==> src/rtl/core/assert_macros.svh <==
// Assertion macros used by the scheduler core (pts_core).
// Each macro expands to a concurrent assertion, or to nothing in synthesis.
`ifndef ASSERT_MACROS_SVH
`define ASSERT_MACROS_SVH
`ifndef SYNTHESIS
`define ASSERT_IMPL(lbl, clk, rst_n, a, c) \
    lbl: assert property (@(posedge clk) disable iff (!rst_n) (a) |-> (c)) \
        else $error("assertion failed");
`define ASSERT_NEXT(lbl, clk, rst_n, a, c) \
    lbl: assert property (@(posedge clk) disable iff (!rst_n) (a) |=> (c)) \
        else $error("assertion failed");
`else
`define ASSERT_IMPL(lbl, clk, rst_n, a, c)
`define ASSERT_NEXT(lbl, clk, rst_n, a, c)
`endif
`endif

==> src/rtl/core/pts_pkg.sv <==
// Package for the priority thread scheduler.
// Holds sizes, command codes, states, payload and table entry types and helpers; no dependencies.
package pts_pkg;
    localparam int NUM_THREADS    = 8;
    localparam int NUM_SEMAPHORES = 8;
    localparam int PRIORITY_BITS  = 8;
    localparam int TW     = $clog2(NUM_THREADS);
    localparam int CW     = TW + 1;
    localparam int SEM_AW = (NUM_SEMAPHORES > 1) ? $clog2(NUM_SEMAPHORES) : 1;
    localparam logic [7:0] NEVER_PRIORITY = 8'd255;
    localparam logic signed [15:0] SEMA_MAX = 16'sh7FFF;
    localparam logic signed [15:0] SEMA_MIN = 16'sh8000;
    localparam logic [2:0] REG_PRIO_ADDR = 3'd0;

    typedef enum logic [2:0] {
        CMD_TICK   = 3'd0,
        CMD_SCHED  = 3'd1,
        CMD_SLEEP  = 3'd2,
        CMD_WAIT   = 3'd3,
        CMD_SIGNAL = 3'd4,
        CMD_INIT   = 3'd5
    } t_cmd;

    typedef enum logic [3:0] {
        S_IDLE,
        S_TICK,
        S_SLP_WR,
        S_SEM_WR,
        S_BLK_WR,
        S_SCAN,
        S_WSCAN,
        S_DONE
    } t_state;

    typedef struct packed {
        logic [2:0]         cmd;
        logic [31:0]        sleep_time;
        logic [2:0]         sema_id;
        logic signed [15:0] init_value;
    } t_in;

    typedef struct packed {
        logic [2:0]         running_thread;
        logic               none_ready;
        logic signed [15:0] sema_count;
        logic               woke_valid;
        logic [2:0]         woke_thread;
        logic               caller_blocked;
    } t_out;

    typedef struct packed {
        logic [31:0]       sleep;
        logic              blk;
        logic [SEM_AW-1:0] on;
    } t_thr;

    localparam int THR_W = $bits(t_thr);

    function automatic logic [7:0] prio_of(input logic [63:0] pri, input logic [TW-1:0] t);
        int sh;
        sh = 8 * int'(t);
        if (sh >= 64) begin
            return 8'd0;
        end
        return 8'(PRIORITY_BITS'(pri >> sh));
    endfunction

    function automatic logic [TW-1:0] next_t(input logic [TW-1:0] t);
        if (t == TW'(NUM_THREADS - 1)) begin
            return '0;
        end
        return t + TW'(1);
    endfunction
endpackage

==> src/rtl/core/pts_ram.sv <==
// Generic single-write, single-read RAM with a registered read.
// No package dependencies.
module pts_ram #(
    parameter int WIDTH = 8,
    parameter int DEPTH = 8,
    localparam int AW = (DEPTH > 1) ? $clog2(DEPTH) : 1
) (
    input  logic             i_clk,
    input  logic             i_we,
    input  logic [AW-1:0]    i_waddr,
    input  logic [WIDTH-1:0] i_wdata,
    input  logic [AW-1:0]    i_raddr,
    output logic [WIDTH-1:0] o_rdata
);
    logic [WIDTH-1:0] r_mem [DEPTH];

    always_ff @(posedge i_clk) begin
        if (i_we) begin
            r_mem[i_waddr] <= i_wdata;
        end
        o_rdata <= r_mem[i_raddr];
    end
endmodule

==> src/rtl/core/pts_core.sv <==
// Command sequencer of the scheduler: reads, modifies and writes the thread
// and semaphore tables. Depends on pts_pkg, pts_ram and assert_macros.svh.
`include "assert_macros.svh"
module pts_core import pts_pkg::*; (
    input  logic        i_clk,
    input  logic        i_rst_n,
    input  logic [63:0] i_prio,
    input  logic        i_in_valid,
    output logic        o_in_ready,
    input  t_in         i_in_data,
    output logic        o_out_valid,
    input  logic        i_out_ready,
    output t_out        o_out_data
);
    t_state r_state, n_state;
    t_cmd   r_cmd, n_cmd;
    logic [31:0] r_stime, n_stime;
    logic [SEM_AW-1:0] r_sid, n_sid;
    logic [TW-1:0] r_run, n_run, r_addr, n_addr, r_rda, n_rda, r_pick, n_pick, r_wt, n_wt;
    logic [CW-1:0] r_cnt, n_cnt;
    logic r_rdv, n_rdv, r_found, n_found, r_none, n_none, r_woke, n_woke, r_blk, n_blk;
    logic [7:0] r_best, n_best;
    logic signed [15:0] r_scnt, n_scnt;
    logic [NUM_THREADS-1:0] r_tval, n_tval;
    logic [NUM_SEMAPHORES-1:0] r_sval, n_sval;
    logic r_trv, r_srv;
    t_out r_out, n_out;
    logic r_ovld, n_ovld;

    logic t_we, s_we;
    logic [TW-1:0] t_waddr, t_raddr;
    t_thr t_wdata, t_q, t_rd;
    logic [SEM_AW-1:0] s_waddr, s_raddr;
    logic signed [15:0] s_wdata, s_q, s_rd;
    logic accept, sid_ok, issue, out_load;
    logic signed [15:0] nc;
    logic [7:0] p;

    assign accept = i_in_valid && o_in_ready;
    assign o_in_ready = (r_state == S_IDLE);
    assign o_out_valid = r_ovld;
    assign o_out_data = r_out;
    assign sid_ok = ({29'd0, i_in_data.sema_id} < 32'(NUM_SEMAPHORES));
    assign t_rd = r_trv ? t_q : '0;
    assign s_rd = r_srv ? s_q : '0;
    assign issue = (r_state == S_TICK || r_state == S_SCAN || r_state == S_WSCAN)
                   && (r_cnt < CW'(NUM_THREADS));
    assign out_load = (r_state == S_DONE) && (!r_ovld || i_out_ready);

    pts_ram #(.WIDTH(THR_W), .DEPTH(NUM_THREADS)) u_thr (
        .i_clk(i_clk), .i_we(t_we), .i_waddr(t_waddr), .i_wdata(t_wdata),
        .i_raddr(t_raddr), .o_rdata(t_q)
    );

    pts_ram #(.WIDTH(16), .DEPTH(NUM_SEMAPHORES)) u_sem (
        .i_clk(i_clk), .i_we(s_we), .i_waddr(s_waddr), .i_wdata(s_wdata),
        .i_raddr(s_raddr), .o_rdata(s_q)
    );

    always_comb begin
        n_state = r_state;
        case (r_state)
            S_IDLE: begin
                if (accept) begin
                    case (t_cmd'(i_in_data.cmd))
                        CMD_TICK:   n_state = S_TICK;
                        CMD_SCHED:  n_state = S_SCAN;
                        CMD_SLEEP:  n_state = S_SLP_WR;
                        CMD_WAIT,
                        CMD_SIGNAL: n_state = sid_ok ? S_SEM_WR : S_DONE;
                        default:    n_state = S_DONE;
                    endcase
                end
            end
            S_TICK:   n_state = (r_cnt == CW'(NUM_THREADS)) ? S_DONE : S_TICK;
            S_SLP_WR: n_state = S_SCAN;
            S_BLK_WR: n_state = S_SCAN;
            S_SEM_WR: begin
                if (r_cmd == CMD_WAIT) begin
                    n_state = (nc < 0) ? S_BLK_WR : S_DONE;
                end else begin
                    n_state = (nc <= 0) ? S_WSCAN : S_DONE;
                end
            end
            S_SCAN:   n_state = (r_cnt == CW'(NUM_THREADS)) ? S_DONE : S_SCAN;
            S_WSCAN: begin
                if ((r_rdv && t_rd.blk && t_rd.on == r_sid) || r_cnt == CW'(NUM_THREADS)) begin
                    n_state = S_DONE;
                end
            end
            S_DONE:   n_state = out_load ? S_IDLE : S_DONE;
            default:  n_state = S_IDLE;
        endcase
    end

    always_comb begin
        n_cmd = r_cmd; n_stime = r_stime; n_sid = r_sid; n_run = r_run;
        n_addr = r_addr; n_cnt = r_cnt; n_rda = r_addr; n_rdv = issue;
        n_best = r_best; n_pick = r_pick; n_found = r_found;
        n_none = r_none; n_scnt = r_scnt; n_woke = r_woke; n_wt = r_wt; n_blk = r_blk;
        n_tval = r_tval; n_sval = r_sval;
        n_out = r_out;
        n_ovld = r_ovld && !i_out_ready;
        t_we = 1'b0; t_waddr = r_rda; t_wdata = t_rd; t_raddr = r_addr;
        s_we = 1'b0; s_waddr = r_sid; s_wdata = '0; s_raddr = SEM_AW'(i_in_data.sema_id);
        nc = s_rd;
        p = prio_of(i_prio, r_rda);
        if (issue) begin
            n_addr = next_t(r_addr);
            n_cnt = r_cnt + CW'(1);
        end
        case (r_state)
            S_IDLE: begin
                t_raddr = r_run;
                if (accept) begin
                    n_cmd = t_cmd'(i_in_data.cmd);
                    n_stime = i_in_data.sleep_time;
                    n_sid = SEM_AW'(i_in_data.sema_id);
                    n_cnt = '0;
                    n_addr = (t_cmd'(i_in_data.cmd) == CMD_TICK) ? '0 : next_t(r_run);
                    n_best = NEVER_PRIORITY; n_pick = r_run; n_found = 1'b0;
                    n_none = 1'b0; n_scnt = '0; n_woke = 1'b0; n_wt = '0; n_blk = 1'b0;
                    if (t_cmd'(i_in_data.cmd) == CMD_INIT && sid_ok) begin
                        s_we = 1'b1;
                        s_waddr = SEM_AW'(i_in_data.sema_id);
                        s_wdata = i_in_data.init_value;
                        n_sval[SEM_AW'(i_in_data.sema_id)] = 1'b1;
                        n_scnt = i_in_data.init_value;
                    end
                end
            end
            S_TICK: begin
                if (r_rdv) begin
                    t_we = 1'b1;
                    if (t_rd.sleep != 32'd0) begin
                        t_wdata.sleep = t_rd.sleep - 32'd1;
                    end
                    n_tval[r_rda] = 1'b1;
                end
            end
            S_SLP_WR: begin
                t_we = 1'b1; t_waddr = r_run;
                t_wdata.sleep = r_stime;
                n_tval[r_run] = 1'b1;
            end
            S_SEM_WR: begin
                t_raddr = r_run;
                if (r_cmd == CMD_WAIT) begin
                    nc = (s_rd == SEMA_MIN) ? s_rd : s_rd - 16'sd1;
                    n_blk = (nc < 0);
                end else begin
                    nc = (s_rd == SEMA_MAX) ? s_rd : s_rd + 16'sd1;
                end
                s_we = 1'b1; s_wdata = nc;
                n_sval[r_sid] = 1'b1;
                n_scnt = nc;
            end
            S_BLK_WR: begin
                t_we = 1'b1; t_waddr = r_run;
                t_wdata.blk = 1'b1; t_wdata.on = r_sid;
                n_tval[r_run] = 1'b1;
            end
            S_SCAN: begin
                if (r_rdv && p < n_best && !t_rd.blk && t_rd.sleep == 32'd0) begin
                    n_best = p; n_pick = r_rda; n_found = 1'b1;
                end
                if (r_cnt == CW'(NUM_THREADS)) begin
                    n_run = n_found ? n_pick : r_run;
                    n_none = !n_found;
                end
            end
            S_WSCAN: begin
                if (r_rdv && t_rd.blk && t_rd.on == r_sid) begin
                    t_we = 1'b1; t_wdata.blk = 1'b0;
                    n_woke = 1'b1; n_wt = r_rda;
                end
            end
            S_DONE: begin
                if (out_load) begin
                    n_ovld = 1'b1;
                    n_out.running_thread = 3'(r_run);
                    n_out.none_ready = r_none;
                    n_out.sema_count = r_scnt;
                    n_out.woke_valid = r_woke;
                    n_out.woke_thread = 3'(r_wt);
                    n_out.caller_blocked = r_blk;
                end
            end
            default: begin
            end
        endcase
    end

    always_ff @(posedge i_clk) begin
        if (!i_rst_n) begin
            r_state <= S_IDLE;
            r_run <= '0;
            r_tval <= '0;
            r_sval <= '0;
            r_ovld <= 1'b0;
            r_rdv <= 1'b0;
        end else begin
            r_state <= n_state;
            r_run <= n_run;
            r_tval <= n_tval;
            r_sval <= n_sval;
            r_ovld <= n_ovld;
            r_rdv <= n_rdv;
        end
        r_cmd <= n_cmd; r_stime <= n_stime; r_sid <= n_sid;
        r_addr <= n_addr; r_cnt <= n_cnt; r_rda <= n_rda;
        r_best <= n_best; r_pick <= n_pick; r_found <= n_found;
        r_none <= n_none; r_scnt <= n_scnt; r_woke <= n_woke; r_wt <= n_wt; r_blk <= n_blk;
        r_out <= n_out;
        r_trv <= r_tval[t_raddr];
        r_srv <= r_sval[s_raddr];
    end

    `ASSERT_NEXT(a_accept_busy, i_clk, i_rst_n, accept, r_state != S_IDLE)
    `ASSERT_IMPL(a_woke_sig, i_clk, i_rst_n, r_state == S_DONE && r_woke, r_cmd == CMD_SIGNAL)
    `ASSERT_IMPL(a_blk_wait, i_clk, i_rst_n, r_state == S_DONE && r_blk, r_cmd == CMD_WAIT)
endmodule

==> src/rtl/core/priority_thread_scheduler.sv <==
// Top level of the priority thread scheduler: priority register port and core.
// Depends on pts_pkg and pts_core.
//
// Channel   Direction  Handshake                    Payload
// input     in         i_in_valid / o_in_ready      i_in_data (t_in)
// output    out        o_out_valid / i_out_ready    o_out_data (t_out)
// config    in         psel, penable, pwrite        paddr, pwdata, prdata
//
// A tick or schedule reads the thread table once per thread, one read per cycle. Sleep
// writes the sleep time, a blocking wait the semaphore and block flag, then both scan;
// other waits and signals write the semaphore, and a signal with a count not above zero
// scans for a waiter. Reset is synchronous and clears the tables through valid bits.
// A finished transaction waits in the output register while the next one is taken in.
module priority_thread_scheduler import pts_pkg::*; (
    input  logic        i_clk,
    input  logic        i_rst_n,
    input  logic        i_in_valid,
    output logic        o_in_ready,
    input  t_in         i_in_data,
    output logic        o_out_valid,
    input  logic        i_out_ready,
    output t_out        o_out_data,
    input  logic        psel,
    input  logic        penable,
    input  logic        pwrite,
    input  logic [2:0]  paddr,
    input  logic [63:0] pwdata,
    output logic [63:0] prdata,
    output logic        pready
);
    logic [63:0] r_prio, n_prio;

    assign pready = 1'b1;
    assign prdata = (paddr == REG_PRIO_ADDR) ? r_prio : 64'd0;

    always_comb begin
        n_prio = r_prio;
        if (psel && penable && pwrite && paddr == REG_PRIO_ADDR) begin
            n_prio = pwdata;
        end
    end

    always_ff @(posedge i_clk) begin
        if (!i_rst_n) begin
            r_prio <= 64'd0;
        end else begin
            r_prio <= n_prio;
        end
    end

    pts_core u_core (
        .i_clk(i_clk), .i_rst_n(i_rst_n), .i_prio(r_prio),
        .i_in_valid(i_in_valid), .o_in_ready(o_in_ready), .i_in_data(i_in_data),
        .o_out_valid(o_out_valid), .i_out_ready(i_out_ready), .o_out_data(o_out_data)
    );
endmodule

==> config.mk <==
export PLATFORM = sky130hd
export DESIGN_NAME = priority_thread_scheduler
export DESIGN_NICKNAME = d
export VERILOG_FILES = /design/src/rtl/core/pts_pkg.sv /design/src/rtl/core/pts_ram.sv /design/src/rtl/core/pts_core.sv /design/src/rtl/core/priority_thread_scheduler.sv
export VERILOG_INCLUDE_DIRS = /design/src /design/src/rtl/core
export SDC_FILE = /design/constraint.sdc
export NUM_CORES = 1
export LEC_CHECK = 0
export BUFFER_PORTS_ARGS = -buffer_cell sky130_fd_sc_hd__buf_4
export CAP_MARGIN = 30
export CORE_UTILIZATION = 35
export CTS_BUF_LIST = sky130_fd_sc_hd__clkbuf_4 sky130_fd_sc_hd__clkbuf_8
export DETAILED_ROUTE_END_ITERATION = 6
export HOLD_SLACK_MARGIN = 0.12
export PLACE_DENSITY = 0.61
export SLEW_MARGIN = 10
export SYNTH_ARGS = -nofsm -noshare
export SYNTH_HDL_FRONTEND = slang
export SYNTH_SLANG_ARGS = --single-unit
==> constraint.sdc <==
create_clock -name i_clk -period 4 [get_ports i_clk]
set_input_delay 1.2 -clock i_clk [delete_from_list [all_inputs] [get_ports i_clk]]
set_output_delay 1.2 -clock i_clk [all_outputs]
set_load 0.02 [all_outputs]
==> results_dict.tcl, run 1 <==
set metrics [dict create \
    cts_buffer_depth 3 \
    ys_top_cells_by_count "edfxtp_1, nand2_1, dfxtp_1, a21oi_1, mux4_2" \
    yosysWarnings 0 \
    netlist.area_leader.share_pct 55.25 \
    fin_skew_ns 0.08241 \
    syn_nets 2091 \
    grt_usage_pct 17.34 \
    p_comb_share_pct 26.8 \
    cts.root.buffer_cell "clkbuf_8" \
    grt_setup_unrepaired "no" \
    grt_pass1_vias 17738 \
    port_buffers 218 \
    period_share_pct 87.01 \
    yosysMostFrequentCell "edfxtp_1" \
    drtAntennaViolNets 0 \
    die_area_um2 80790 \
    hpwl_um 46620 \
    fin_setup_tns_ns 0 \
    cts_setup_buffers 0 \
    p_sw_mw 6.776 \
    synth_area_leaders "edfxtp_1, dfxtp_1, mux4_2" \
    met3_wirelength_um 3205 \
    postSynth.asyncResetShare_pct 0 \
    rrSetupSlack_ns 0.52 \
    io_pins 220 \
    numCtsBuffers 112 \
    power_frac_seq_pct 44.0 \
    critPathLaunchType "flop" \
    fp.coreArea_um2 78870 \
    htree_levels 3 \
    fin_crit_ns 3.480 \
    avgRoutedWirePerCell_um 21.09 \
    vias 17641 \
    status "finished with violations" \
    endpoint_kind "flop" \
    antenna_found_initial 1 \
    maxCapViolCount 0 \
    cts_sinks 665 \
    top_layer "met4" \
    p_leak_nw 11.87 \
    fin_util_pct 42.47 \
    hp-class "flop to flop" \
    clkLatencyLatePin_ns 0.75 \
    dr.pass1.iters 7 \
    synth-seq-cells 665 \
    synth_ff_type "edfxtp_1" \
    worstPathRequired_ns 4.41 \
    r2r_cells 7 \
    peakVddDrop_mv 0.3583 \
    route.detailed.drc 2 \
    arrival_ns 3.89 \
    synth_enable_flop_cells 513 \
    slew_viol_final 0 \
    startpoint "u_core.u_thr.o_rdata[23]" \
    p_clk_share_pct 29.1 \
    syn_area_um2 27880 \
    viasPerCell 5.224 \
    post-synth-top-area-cell "edfxtp_1" \
    fillers 7189 \
    rows 103 \
    synthDistinctLibCells 86 \
    crit_end "u_core.u_thr.r_mem[7][11]" \
    failed_checks "DRC" \
    routed_wl_um 71230 \
    p_int_mw 15.28 \
    area_growth_pct 20.15 \
    syn_inst 1946 \
    avgSynthCellArea_um2 14.33 \
    grt_pass1_wl_um 107300 \
    grt_max_degree 75 \
    crit_type "flop to flop" \
    ys_seq_area_share_pct 66.17 \
    wl_met2_um 36520 \
    finalSetupViolCount 0 \
    critPathMaxFanout 11 \
    drive_above_1_share_pct 29.71 \
    tightest_slew_ns 0.9247 \
    cts_resized 0 \
    die_h_um 284.2 \
    die_w_um 284.2 \
    p_per_area_nw_per_um2 658.5 \
    fmax_ghz 0.2873 \
    slew_headroom_pct 37.70 \
    drtIter0Drc 1291 \
    switching_share_pct 30.71 \
    place.gp.congestion 0.9113 \
    cts_tree "yes" \
    layout.nets 2373 \
    wl_met1_um 29540 \
    grt.overflow.total 0 \
    rr_endpoint "u_core.u_thr.r_mem[7][11]" \
    initial_utilization_pct 35.35 \
    final_hold_viol_count 0 \
    clkTransAtPathRegs_ns 0.06 \
    cts_hold_buf 0 \
    timing.rr.start "u_core.u_thr.o_rdata[23]" \
]
## cell families after synthesis
kind of cell | synth area share [%]
other | 0.01345
and+or+nand+nor | 9.922
DFF | 66.17
buffers and inverters | 2.118
xor gates and xnor gates | 0.4712
AOI/OAI and AO/OA | 8.607
muxes | 11.94
adders and majority gates | 0.7629
## how the worst min path moves through the flow
stage               slack, ns               from               endpoint  depth (start not counted)
floorplan                0.37    u_core.n_rda[1]        u_core.r_rda[1]                          0
global placement         0.40  u_core.r_scnt[12]  u_core.o_out_data[17]                          0
detailed placement       0.40      u_core.r_none  u_core.o_out_data[21]                          0
CTS                      0.42   u_core.r_scnt[7]  u_core.o_out_data[12]                          0
global route             0.42   u_core.r_scnt[7]  u_core.o_out_data[12]                          0
finish                   0.42   u_core.r_scnt[7]  u_core.o_out_data[12]                          0
## power by group through the flow
| stage | clock (mW) | sequential, mW | combinational, mW |
|---|---|---|---|
| 3_3_place_gp | 0 | 9.80 | 5.81 |
| 4_1_cts | 6.59 | 9.71 | 5.98 |
| 6_report | 6.43 | 9.71 | 5.92 |
| 2_1_floorplan | 0 | 9.51 | 4.21 |
| 5_1_grt | 6.87 | 9.80 | 6.43 |
| 3_5_place_dp | 0 | 9.85 | 5.95 |
## layout make-up
type	instances	area, µm²	area share, %
diodes	1	2.502	0.007470
repair buffers	275	2207	6.589
clock inverters	47	434.2	1.296
inverters	28	105.1	0.3137
well taps	1050	1314	3.922
clock buffers	165	2021	6.032
multi-input cells	1146	8966	26.77
flip-flops and latches	665	18450	55.07
## cell usage in the layout (no fill, tap or decap), types with 12 or more instances in the layout
master	count
a32oi_1	14
nor2b_1	12
buf_12	12
o21ai_0	46
clkinv_1	18
nor3_1	16
a21o_1	36
edfxtp_1	513
dfxtp_1	151
clkbuf_4	40
buf_4	260
mux2_2	61
and2_1	71
or3_1	18
nand3_1	25
mux4_2	111
ha_1	17
nand2_1	235
a21oi_1	123
clkinv_2	15
nor2_1	97
clkbuf_8	125
o22ai_1	12
a22oi_1	17
nand2b_1	17
inv_1	24
## worst max-delay path, cell delays in order (launching register included)
cell and delay [ns]:
dfxtp_1 0.38, or4_4 0.67, o41ai_4 0.46, a31oi_2 0.36, nand2_1 0.26, a21o_1 0.16, a21oi_1 0.08, o21ai_0 0.78
## sequential cells by signal (all words and copies together) (netlist names), 4 cells and up
name / count
u_core.r_tval: 8
r_prio: 64
u_core.u_sem.o_rdata: 16
u_core.u_sem.r_mem: 128
u_core.r_stime: 32
u_core.o_out_data: 25
u_core.u_thr.r_mem: 288
u_core.u_thr.o_rdata: 36
u_core.r_cnt: 4
u_core.r_sval: 8
u_core.r_scnt: 16
u_core.r_best: 8
## per-stage QoR
stage,cells,instance area [µm²],setup slack (ns),total power [mW],hold slack (ns)
after floorplan,1946,27880,0.2899,13.73,0.3671
after global placement,3159,31000,0.5089,15.61,0.4049
after detailed placement,3159,31000,0.5150,15.80,0.4045
after CTS,3371,33450,0.5373,22.28,0.4189
after global routing,3377,33500,0.2981,23.11,0.4189
final,3377,33500,0.5196,22.06,0.4179
## routing by layer
metal  vias to the layer above  global-route usage (%)
met5                         -                       0
met3                       119                   2.857
met4                         0                   6.129
li1                       8065                       -
met2                       455                   29.79
met1                      9002                   22.05
Power figures use the tool's default switching activity.
==> run 2: changes to the inputs <==
- CORE_UTILIZATION: 35 -> 50
- PLACE_DENSITY: 0.61 -> 0.78
==> results_dict.tcl, run 2 (synthesis gave the netlist of run 1 again) <==
set metrics [dict create \
    grt_usage_pct 23.56 \
    cts_setup_buffers 0 \
    status "completed" \
    crit_type "input port to primary output" \
    peakVddDrop_mv 0.4077 \
    avgRoutedWirePerCell_um 21.90 \
    largest-register "u_core.u_thr.r_mem" \
    p_per_area_nw_per_um2 654.4 \
    die_w_um 238.1 \
    cts_sinks 665 \
    slew_headroom_pct 32.06 \
    path_depth 5 \
    hpwl_um 42680 \
    drtAntennaViolNets 0 \
    drtIter0Drc 1616 \
    cts_hold_buf 0 \
    numCtsBuffers 105 \
    grt.overflow.total 0 \
    drive_above_1_share_pct 29.30 \
    worstPathRequired_ns 2.80 \
    p_leak_nw 11.72 \
    final_common_cell "edfxtp_1" \
    cts.root.buffer_cell "clkbuf_8" \
    final_hold_viol_count 0 \
    critPathLaunchType "input port" \
    rows 86 \
    largestRegisters "u_core.u_thr.r_mem: 288 flops, u_core.u_sem.r_mem: 128 flops, r_prio: 64 flops" \
    place.gp.congestion 0.9383 \
    cpPeakStageDelay_ns 0.41 \
    cts_buffer_depth 3 \
    grt_pass1_vias 17688 \
    fin_setup_tns_ns 0 \
    critPathMaxFanout 66 \
    port_buffers 218 \
    fmax_ghz 0.2901 \
    grt_setup_unrepaired "no" \
    arrival_ns 2.25 \
    initial_utilization_pct 50.61 \
    fp.coreArea_um2 55090 \
    fin_crit_ns 3.447 \
    min_delay_path_depth 0 \
    crit_chain "buf_4, nor3_2, buf_4, and2_1, buf_4" \
    antenna_found_initial 1 \
    finalSetupViolCount 0 \
    dr.pass1.iters 5 \
    period_share_pct 86.17 \
    grt_max_degree 75 \
    maxCapViolCount 0 \
    grt_pass1_wl_um 102000 \
    path_common_cell "buf_4" \
    die_area_um2 56710 \
    viasPerCell 5.901 \
    vias 18015 \
    route.detailed.drc 0 \
    design_area_um2 32890 \
    dpl_cell_area_um2 30630 \
    tightest_slew_ns 1.019 \
    largest_reg_flops 288 \
    hp-class "flop to flop" \
    htree_levels 3 \
    crit_buf_inv 3 \
    final_cell_mix "edfxtp_1, buf_4, nand2_1" \
    slew_viol_final 0 \
    cp_slowest_cell "buf_4" \
    routed_wl_um 66870 \
    r2r_cells 11 \
    layout.nets 2357 \
    critPathTopFamily "buffers and inverters" \
    clkLatencyLatePin_ns 0.72 \
    area_growth_pct 17.95 \
    cts_tree "yes" \
    endpoint_kind "primary output" \
    io_pins 220 \
    cts_resized 0 \
    clkTransAtPathRegs_ns 0.06 \
    die_h_um 238.1 \
    fin_skew_ns 0.06657 \
    fillers 4185 \
]
[run 2: final timing paths]
path              slack, ns         startpoint                    end
hold / removal         0.42  u_core.r_scnt[10]  u_core.o_out_data[15]
setup reg to reg       0.60    u_core.r_rda[0]       u_core.r_best[5]
hold reg to reg        0.42  u_core.r_scnt[10]  u_core.o_out_data[15]
setup / recovery       0.55           paddr[1]             prdata[49]
[run 2: layout make-up]
cell class                 instances  area [µm²]  area share (%)
sequential                       665       18450           56.10
multi-input combinational       1146        8966           27.26
timing repair buffer             266        2197           6.681
clock buffer                     148        1837           5.585
tap                              748       935.9           2.846
clock inverter                    51       392.9           1.195
inverter                          28       105.1          0.3196
antenna                            1       2.502        0.007609
[run 2: layer usage]
metal	wire, µm	GRT usage [%]	share of wire (%)	vias up
li1	-	-	-	8057
met1	26830	30.80	40	9069
met2	33410	39.12	50	750
met3	4312	4.165	6.4	139
met4	2312	9.479	3.5	0
met5	0	0	0	-
[run 2: where the power goes]
group | internal (mW) | switching [mW] | total, mW
Clock | 3.26 | 2.69 | 5.95
Combinational | 2.55 | 3.30 | 5.84
Sequential | 9.02 | 0.710 | 9.73
[run 2: stage by stage]
step / utilization, % / setup slack (ns) / hold slack, ns / instances / power, mW
finish: 59.69 / 0.5531 / 0.4172 / 3053 / 21.52
global placement: 55.59 / 0.5812 / 0.4038 / 2851 / 15.40
floorplan: - / 0.2899 / 0.3671 / 1946 / 13.73
global route: 59.69 / 0.3002 / 0.4250 / 3052 / 22.43
detailed placement: 55.59 / 0.5660 / 0.4056 / 2851 / 15.64
CTS: 59.64 / 0.5592 / 0.4205 / 3050 / 21.61
